$ cat src/hdl/ipg_mul.sv
`default_nettype none
// ----------------------------------------------------------------------------
// ipg_mul
// Pipelined signed multiplier, at most one 33x33 limb product per stage.
// ----------------------------------------------------------------------------
module ipg_mul #(
	parameter int AW     = 32,
	parameter int BW     = 32,
	parameter int STAGES = 1
) (
	input  wire logic                  clk,
	input  wire logic                  arst_n,
	input  wire logic                  en,
	input  wire logic signed [AW-1:0]  a,
	input  wire logic signed [BW-1:0]  b,
	output logic signed [AW+BW-1:0]    p
);

	localparam int PW = AW + BW;
	localparam int NA = (AW + 31) / 32;
	localparam int NB = (BW + 31) / 32;
	localparam int NP = NA * NB;

	logic signed [NA*32-1:0] a_s   [STAGES];
	logic signed [NB*32-1:0] b_s   [STAGES];
	logic signed [PW-1:0]    acc_s [STAGES];

	for (genvar k = 0; k < STAGES; k++) begin : g_stage
		localparam int LI = k % NA;
		localparam int LJ = k / NA;
		logic signed [NA*32-1:0] a_src;
		logic signed [NB*32-1:0] b_src;
		logic signed [PW-1:0]    acc_src;
		logic signed [PW-1:0]    pp;

		if (k == 0) begin : g_first
			assign a_src   = (NA*32)'(a);
			assign b_src   = (NB*32)'(b);
			assign acc_src = '0;
		end else begin : g_next
			assign a_src   = a_s[k-1];
			assign b_src   = b_s[k-1];
			assign acc_src = acc_s[k-1];
		end

		if (k < NP) begin : g_pp
			logic signed [32:0] la;
			logic signed [32:0] lb;
			logic signed [65:0] prod;
			// only the top limb of each operand carries the sign
			if (LI == NA - 1) begin : g_la_top
				assign la = $signed({a_src[LI*32+31], a_src[LI*32 +: 32]});
			end else begin : g_la_low
				assign la = $signed({1'b0, a_src[LI*32 +: 32]});
			end
			if (LJ == NB - 1) begin : g_lb_top
				assign lb = $signed({b_src[LJ*32+31], b_src[LJ*32 +: 32]});
			end else begin : g_lb_low
				assign lb = $signed({1'b0, b_src[LJ*32 +: 32]});
			end
			assign prod = la * lb;
			assign pp   = PW'(prod) <<< (32 * (LI + LJ));
		end else begin : g_nopp
			assign pp = '0;
		end

		always_ff @(posedge clk or negedge arst_n) begin
			if (!arst_n) begin
				a_s[k]   <= '0;
				b_s[k]   <= '0;
				acc_s[k] <= '0;
			end else if (en) begin
				a_s[k]   <= a_src;
				b_s[k]   <= b_src;
				acc_s[k] <= acc_src + pp;
			end
		end
	end

	assign p = acc_s[STAGES-1];

endmodule
`default_nettype wire

$ cat config.mk
export PLATFORM = sky130hd
export DESIGN_NAME = ipg_mul
export DESIGN_NICKNAME = d
export VERILOG_FILES = /design/src/hdl/ipg_mul.sv
export SDC_FILE = /design/constraint.sdc
export NUM_CORES = 2
export LEC_CHECK = 0
export BUFFER_PORTS_ARGS = -buffer_cell sky130_fd_sc_hd__buf_2
export CORE_UTILIZATION = 32
export DETAILED_ROUTE_END_ITERATION = 16
export PLACE_DENSITY = 0.43
export SLEW_MARGIN = 10
export SYNTH_ARGS = -nofsm -noshare
export SYNTH_HDL_FRONTEND = slang
export SYNTH_SLANG_ARGS = --single-unit
$ cat constraint.sdc
create_clock -name clk -period 1.2 [get_ports clk]
set_input_delay 0.36 -clock clk [delete_from_list [all_inputs] [get_ports clk]]
set_output_delay 0.36 -clock clk [all_outputs]
set_load 0.005 [all_outputs]
==> flow_metrics.tcl <==
set metrics [dict create \
    wl_per_cell_um 19.59 \
    r2r-start "p[13]$_DFFE_PN0P_" \
    route.detailed.drc 0 \
    drt-vias-per-instance 4.545 \
    hold_class "in -> async" \
    gr-usage-met1_pct 25.74 \
    final_nets 5929 \
    crit_type "in -> reg" \
    rows 126 \
    reg2reg_depth 3 \
    drv_slew 0 \
    synth-seq-cells 64 \
    endpoint_kind "flop" \
    syn_inst 4031 \
    cts_htree_levels 3 \
    drtIter0Drc 1007 \
    grt_util_met3_pct 1.363 \
    ys.flop_type "dfrtp_1" \
    crit_top_cell "fa_1" \
    crit_family "adder cells" \
    ys_seq_area_share_pct 4.156 \
    start_util_pct 32.46 \
    fin_cells 6203 \
    cts_buffers 9 \
    portBuffers 130 \
    busiest_layer "met2" \
    cp.arrival_ns 7.17 \
    timing.hold.ws_ns 0.4648 \
    ant_nets 0 \
    max-cap-violations 0 \
    avgSynthCellArea_sq_um 9.560 \
    path_clk_slew_ns 0.06 \
    drive_gt1_share_pct 27.73 \
    crit_path_top_delay_cell "fa_2" \
    cts_tree "built" \
    final.min_clock_period_ns 6.925 \
    antenna_found_initial 5 \
    tightest_slew_ns 0.4730 \
    gr-usage-met2_pct 40.20 \
    cts_max_path_buffers 2 \
    fin_crit_sh_pct 577.1 \
    first_global_vias 32659 \
    status "finished with violations" \
    cp.required_ns 1.44 \
    violations "negative setup slack" \
    crit_fanout 5 \
    design_area_sq_um 50030 \
    post-place-cells 6055 \
    synth_nets 5364 \
    synth-edff-count 0 \
    skew_ns 0 \
    ys_async_sr_fraction_pct 100.0 \
    hpwl_mm 105.8 \
    cp-start-kind "primary input" \
    relSlewSlack_pct 68.46 \
    fp.dieH_um 349.0 \
    die_width_um 349.0 \
    clock_sinks 64 \
    pre_cts_ws_ns -6.481 \
    setup_ws_ns -5.725 \
    grt_usage_pct 20.86 \
    netlist_area_sq_um 38540 \
    num_io_pins 131 \
    vias 28191 \
    post_dp_cell_area_sq_um 45930 \
    slowest_delay_ns 0.60 \
    r2r-end "p[13]$_DFFE_PN0P_" \
    globalRouteOverflowTotal 0 \
    rsz0062_at_grt "yes" \
    yosys_warnings 0 \
    crit_cells 26 \
    fmax_ghz 0.1444 \
    grt_max_degree 49 \
    clockRootBuffer "clkbuf_16" \
    gp_congestion 0.8418 \
    crit_buf_inv 7 \
    die_area_sq_um 121800 \
    dr.pass1.iters 5 \
    syn_to_final_growth_pct 29.81 \
    largest_register_ffs 64 \
    setup_viol 127 \
    hold_viol 0 \
    r2r_slack_ns 0.20 \
    grt_first_pass_wirelength_mm 192.7 \
    synth.distinct_cells 62 \
    clk_latency_ns 0.35 \
    coreArea_sq_um 118700 \
    wirelength_mm 121.5 \
]
[worst reg2reg max path, stage by stage (launching register included)]
cell	delay, ns
dfrtp_1	0.38
buf_4	0.13
buf_4	0.12
mux2_4	0.26
[through the flow]
step	utilization [%]	TNS, ns
floorplan	-	-298.58
global placement	38.69	-350.71
detailed placement	38.69	-351.09
CTS	41.01	-313.76
global route	42.14	-326.02
finish	42.14	-313.18
[logic make-up after synthesis]
group                    after synthesis  synth area share [%]
multiplexers                          46                 1.344
adder cells (fa/ha/maj)             1266                 62.18
AO/OA/AOI/OAI                        235                 4.052
buffers and inverters               1180                 11.49
flip-flops                            64                 4.156
XOR/XNOR                              65                 1.477
AND/OR/NAND/NOR                     1175                 15.30
[synthesized netlist by cell type (3+ instances only)]
cell / number / area, sq um
o31ai_1: 6 / 45.04
nor3_1: 3 / 15.01
clkbuf_1: 220 / 825.8
nand2_1: 525 / 1971
a21oi_2: 3 / 26.28
nor2_1: 56 / 210.2
o21bai_1: 9 / 67.56
inv_1: 957 / 3592
xor2_1: 10 / 87.58
nor2b_1: 4 / 25.02
a31oi_1: 7 / 43.79
dfrtp_1: 64 / 1602
a211oi_1: 4 / 30.03
o21ai_0: 27 / 135.1
o21ai_1: 11 / 55.05
nor4_1: 3 / 18.77
o211a_1: 3 / 30.03
fa_1: 1082 / 21660
or2_2: 3 / 18.77
a21oi_1: 76 / 380.4
nand3_1: 17 / 85.08
ha_1: 184 / 2302
a22oi_1: 3 / 22.52
buf_1: 3 / 11.26
nand4_1: 18 / 112.6
o311ai_1: 3 / 26.28
and2_1: 513 / 3209
and3_1: 7 / 43.79
nand2b_1: 13 / 81.33
mux2_2: 46 / 518.0
o2111ai_1: 3 / 26.28
o21a_1: 7 / 52.55
a21o_1: 46 / 345.3
xnor2_1: 55 / 481.7
or3_1: 4 / 25.02
[routing by layer]
layer,up-vias,wire [um],part of all wire [%]
met3,57,2249,1.9
met4,0,1563,1.3
li1,12736,-,-
met1,15086,50520,42
met2,312,67170,55
met5,-,0,0
[cell type report]
class                           instances  area, sq um
Clock inverter                          7        80.08
Sequential cell                        64         1610
Timing Repair inverter                  1        7.507
Multi-Input combinational cell       2787        34880
Antenna cell                            2        5.005
Clock buffer                            9        225.2
Inverter                              957         3596
Timing Repair Buffer                  776         7616
Tap cell                             1600         2002
Fill cell                           11747        68680
[placed cells by master, fill, tap and decap left out, types with 23 or more instances in the layout]
cell type  instances
a21o_1            46
a21oi_1           32
a21oi_2           29
and2_1           471
and2_4            42
buf_12            81
buf_2             58
buf_4            474
buf_6            125
buf_8             23
dfrtp_1           57
fa_1             982
fa_2             100
ha_1             116
ha_4              61
inv_1            909
inv_2             47
mux2_4            32
nand2_1          499
nor2_1            47
xnor2_1           39
[worst max-delay path by stage]
stage	from	slack (ns)	endpoint
5_1_grt	a[13]	-5.91	p[37]$_DFFE_PN0P_
3_5_place_dp	b[9]	-6.48	p[57]$_DFFE_PN0P_
6_report	a[13]	-5.73	p[56]$_DFFE_PN0P_
4_1_cts	a[13]	-5.69	p[37]$_DFFE_PN0P_
2_1_floorplan	a[31]	-6.26	p[55]$_DFFE_PN0P_
3_3_place_gp	b[9]	-6.41	p[53]$_DFFE_PN0P_
[what timing repair did]
item / in CTS / in global routing
pin swaps: 196 / 140
hold endpoints to repair: 13 / 0
cloned: 7 / 7
setup endpoints to repair: 127 / 127
setup buffers: 76 / 49
gates resized for setup: 425 / 206
hold buffers: 1 / 0
Power is not shown: default switching activity piles up to over one toggle a cycle in this logic, so the estimate is an artifact.
